File: config.mk
export PLATFORM = sky130hd
export DESIGN_NAME = bqw_div_chain
export DESIGN_NICKNAME = d
export VERILOG_FILES = /design/src/design/bqw_div_cell.sv /design/src/design/bqw_div_chain.sv
export SDC_FILE = /design/constraint.sdc
export NUM_CORES = 2
export LEC_CHECK = 0
export BUFFER_PORTS_ARGS = -buffer_cell sky130_fd_sc_hd__buf_2
export CAP_MARGIN = 20
export CELL_PAD_IN_SITES_DETAIL_PLACEMENT = 1
export CELL_PAD_IN_SITES_GLOBAL_PLACEMENT = 2
export CORE_ASPECT_RATIO = 0.7
export CORE_MARGIN = 1
export CORE_UTILIZATION = 26
export CTS_BUF_LIST = sky130_fd_sc_hd__clkbuf_8
export DETAILED_ROUTE_END_ITERATION = 8
export GPL_ROUTABILITY_DRIVEN = 0
export HOLD_SLACK_MARGIN = 0.03
export PLACE_DENSITY_LB_ADDON = 0.1
export SLEW_MARGIN = 20
export SYNTH_ARGS = -nofsm -noshare
export SYNTH_HDL_FRONTEND = slang
export SYNTH_SLANG_ARGS = --single-unit
File: constraint.sdc
create_clock -name clk -period 7.15 [get_ports clk]
set_clock_uncertainty 0.2 [all_clocks]
set_input_delay 0.715 -clock clk [delete_from_list [all_inputs] [get_ports clk]]
set_output_delay 0.715 -clock clk [all_outputs]
set_load 0.01 [all_outputs]
File: src/design/bqw_div_cell.sv
// One restoring-division step with its own registers.
// Depends on nothing; instantiated by bqw_div_chain.
module bqw_div_cell #(
	parameter int DW = 32,
	parameter int QW = 32,
	parameter int SB = 1
) (
	input  logic          clk,
	input  logic          arst_n,
	input  logic          en,
	input  logic          v_i,
	input  logic [DW-1:0] rem_i,
	input  logic [QW-1:0] nq_i,
	input  logic [DW-1:0] dv_i,
	input  logic [SB-1:0] sb_i,
	output logic          v_o,
	output logic [DW-1:0] rem_o,
	output logic [QW-1:0] nq_o,
	output logic [DW-1:0] dv_o,
	output logic [SB-1:0] sb_o
);

	logic [DW:0]   trial;
	logic [DW:0]   diff;
	logic          ge;
	logic          v_q;
	logic [DW-1:0] rem_q;
	logic [QW-1:0] nq_q;
	logic [DW-1:0] dv_q;
	logic [SB-1:0] sb_q;

	// shift in the next dividend bit, subtract when it fits
	assign trial = {rem_i, nq_i[QW-1]};
	assign diff  = trial - {1'b0, dv_i};
	assign ge    = trial >= {1'b0, dv_i};

	always_ff @(posedge clk or negedge arst_n) begin
		if (!arst_n) begin
			v_q <= 1'b0;
		end else if (en) begin
			v_q <= v_i;
		end
	end

	always_ff @(posedge clk) begin
		if (en) begin
			rem_q <= ge ? diff[DW-1:0] : trial[DW-1:0];
			nq_q  <= {nq_i[QW-2:0], ge};
			dv_q  <= dv_i;
			sb_q  <= sb_i;
		end
	end

	assign v_o   = v_q;
	assign rem_o = rem_q;
	assign nq_o  = nq_q;
	assign dv_o  = dv_q;
	assign sb_o  = sb_q;

endmodule

File: src/design/bqw_div_chain.sv
// Row of division cells, one quotient bit per cell, one beat per cycle while en is high.
// Depends on bqw_div_cell.
module bqw_div_chain #(
	parameter int DW = 32,
	parameter int QW = 32,
	parameter int SB = 1
) (
	input  logic          clk,
	input  logic          arst_n,
	input  logic          en,
	input  logic          v_i,
	input  logic [DW-1:0] rem_i,
	input  logic [QW-1:0] nq_i,
	input  logic [DW-1:0] dv_i,
	input  logic [SB-1:0] sb_i,
	output logic          v_o,
	output logic [QW-1:0] q_o,
	output logic [SB-1:0] sb_o
);

	logic [QW:0]         v_w;
	logic [QW:0][DW-1:0] rem_w;
	logic [QW:0][QW-1:0] nq_w;
	logic [QW:0][DW-1:0] dv_w;
	logic [QW:0][SB-1:0] sb_w;

	assign v_w[0]   = v_i;
	assign rem_w[0] = rem_i;
	assign nq_w[0]  = nq_i;
	assign dv_w[0]  = dv_i;
	assign sb_w[0]  = sb_i;

	for (genvar i = 0; i < QW; i++) begin : g_cell
		bqw_div_cell #(.DW(DW), .QW(QW), .SB(SB)) u_cell (
			.clk   (clk),
			.arst_n(arst_n),
			.en    (en),
			.v_i   (v_w[i]),
			.rem_i (rem_w[i]),
			.nq_i  (nq_w[i]),
			.dv_i  (dv_w[i]),
			.sb_i  (sb_w[i]),
			.v_o   (v_w[i+1]),
			.rem_o (rem_w[i+1]),
			.nq_o  (nq_w[i+1]),
			.dv_o  (dv_w[i+1]),
			.sb_o  (sb_w[i+1])
		);
	end

	assign v_o  = v_w[QW];
	assign q_o  = nq_w[QW];
	assign sb_o = sb_w[QW];

endmodule

==> flow_summary.yaml <==
layout:
  drive_gt1_share_pct: 10.5
  syn2layout_area_growth_pct: 15.1
  layout.cells.non_filler: 21900
  final_common_cell: "edfxtp_1"
  utilization_pct: 30.1
  layout.nets: 14600
  layout_common_cells: "3040 x edfxtp_1, 1416 x inv_1, 1024 x ha_1"
clock_tree:
  path_clk_slew_ns: 0.06
  cts-buffers-inserted: 560
  root_buffer: "clkbuf_8"
  cts_setup_buffers: 0
  clk_latency_ns: 1.25
  clk_path_buf_depth: 4
  htree_num_levels: 6
  cts.sinks: 3072
  cts_tree: "built"
synth:
  synth_enable_flop_cells: 3040
  ys_types: 95
  syn_area_per_cell_um2: 12.2
  netlist_area_um2: 156000
  ys_ff_latch: 3072
  synth_cells: 12700
  ys_seq_area_share_pct: 59.0
  syn-num-nets: 13900
  dominantRegCellSynth: "edfxtp_1"
  synth_async_sr_flop_share_pct: 1.04
  ys_warn_count: 0
floorplan:
  start_util_pct: 26.2
  rows: 237
  dieArea_um2: 603000
  die_w_um: 928
  num_io_pins: 135
  core_um2: 597000
  die_h_um: 650
drt:
  drt-total-wl_mm: 453
  top_layer_used: "met5"
  drt_pass1_iterations: 5
  wl_per_cell_um: 20.7
  vias: 100000
  ant_nets: 0
  viasPerCell: 4.58
  wl_met1_mm: 236
  dr_wl_met2_mm: 188
  post-route-drc-count: 0
  drtIter0Drc: 6082
  met3_length_mm: 18.9
sta:
  fmax_ghz: 0.191
  worstMarginPinSlew_ns: 1.10
  fin_tns_setup_ns: 0
  period_minus_slack_ns: 5.23
  timing.hold.ws_ns: 0.190
  rsz0062_at_grt: "false"
  final_max_slew_viol_count: 0
  hold_viol: 0
  min_period_over_period_pct: 73.2
  finalSetupViolations: 0
  relSlewSlack_pct: 26.2
power:
  p_per_area_nw_per_um2: 450
  max-vdd-ir-drop_uv: 236
  finalPower_uw: 80700
  leakage_uw: 0.0708
job:
  cap_violations: 0
setup_path:
  critPathKind: "in2reg"
  worstPathRequired_ns: 7.94
  setup.worst_path.start_class: "input port"
  worst_setup_path_end_kind: "register"
  crit_path_max_fanout: 33
  crit_arrival_ns: 6.02
worst_hold_path:
  min_path_type: "reg2reg"
place:
  placedCellCount: 20700
  port_buffers: 134
  dp_hpwl_mm: 336
global_routing:
  grt_max_degree: 150
  grt_util_all_layers_pct: 14.6
  grt_overflow: 0
  grt_pass1_wl_mm: 681
  grt_pass1_vias: 105000
  antenna_found_initial: 32
run_status:
  outcome: "finished, final reports clean"
-- worst max-delay path: stages --
cell and delay [ns]:
dlygate4sd3_1 0.54, buf_2 0.12, dlygate4sd3_1 0.54, inv_1 0.09
ha_1 0.18, nand2b_1 0.14, a21oi_1 0.14, o31ai_1 0.31
a21oi_1 0.20, a21oi_1 0.28, nand2_1 0.08, a21oi_1 0.24
o311ai_0 0.31, a21oi_1 0.26, o221a_2 0.84, mux2_2 0.42
dlygate4sd3_1 0.56
-- per-stage QoR --
stage | cell area (um2) | setup slack, ns
final | 180000 | 1.92
after global placement | 167000 | 2.07
after CTS | 179000 | 2.01
after global routing | 179000 | 1.69
after detailed placement | 167000 | 2.06
after floorplan | 156000 | 3.31
-- layout make-up --
class                   instances  area (um2)
diodes                         19        47.5
clock buffers                 567        7800
clock inverters               437        2830
fillers                     65000      417000
inverters                    1258        4720
multi-input cells            8125       58300
flip-flops and latches       3072       92100
well taps                    8006       10000
repair buffers                435        3740
-- cell usage after synthesis (all sizes together) (27+ instances only) --
cell / instances / area, um2
nand2: 897 / 3370
a21boi: 35 / 263
edfxtp: 3040 / 91300
xor2: 372 / 3260
a31oi: 105 / 663
o31ai: 63 / 507
nand3: 199 / 996
nor2: 580 / 2180
nand2b: 141 / 882
a21oi: 951 / 4760
a21o: 508 / 3810
nor3: 113 / 566
or3: 30 / 188
nor4: 36 / 225
and2: 44 / 275
o21a: 139 / 1040
a221oi: 27 / 249
nand4: 184 / 1150
xnor2: 480 / 4200
fa: 31 / 621
o31a: 44 / 385
o21bai: 123 / 923
o211ai: 36 / 270
and3: 85 / 532
inv: 1258 / 4720
clkbuf: 218 / 820
buf: 76 / 399
dfrtp: 32 / 801
nor2b: 151 / 945
ha: 1024 / 12800
a211oi: 76 / 581
mux2i: 40 / 400
o21ai: 868 / 4350
mux2: 424 / 4770
-- registers in the layout, summed over array words and instances, names as in the netlist --
| register | cells |
|---|---|
| g_cell.u_cell.dv_o | 992 |
| g_cell.u_cell.nq_o | 1024 |
| g_cell.u_cell.rem_o | 992 |
| g_cell.u_cell.sb_o | 32 |
| g_cell.u_cell.v_o | 32 |
-- cell families after synthesis --
family / share of synthesized area, %
AO/OA/AOI/OAI: 12.7
XOR/XNOR: 4.78
adder cells (fa/ha/maj): 8.61
buffers and inverters: 3.81
flip-flops: 59.0
multiplexers: 3.32
AND/OR/NAND/NOR: 7.77
-- power breakdown --
group | switching, uW | internal, uW | total (uW)
combinational | 20600 | 14500 | 35100
sequential | 3000 | 26000 | 29000
clock | 8170 | 8410 | 16600
-- metal layers --
metal	track usage, %	up-vias
li1	-	48400
met1	22.4	49800
met2	21.5	1523
met3	2.34	611
met4	3.31	2
met5	0	-
-- path summary, 6_finish.rpt --
kind,start,cells past startpoint,endpoint,slack [ns]
worst max-delay path,nq_i[31],17,g_cell[0].u_cell.rem_o[2],1.92
min in group asynchronous,arst_n,4,g_cell[11].u_cell.v_o,0.34
worst max register to register,g_cell[14].u_cell.dv_o[3],13,g_cell[15].u_cell.rem_o[0],1.97
worst min register to register,g_cell[10].u_cell.sb_o,0,g_cell[11].u_cell.sb_o,0.19
worst min-delay path,g_cell[10].u_cell.sb_o,0,g_cell[11].u_cell.sb_o,0.19
max in group asynchronous,arst_n,4,g_cell[30].u_cell.v_o,6.24
-- what timing repair did --
| action | CTS | global route |
|---|---|---|
| endpoints found under the hold margin | 280 | 0 |
| hold buffers | 212 | 0 |
| resized for setup | 0 | 0 |
(Power assumes the default switching activity.)
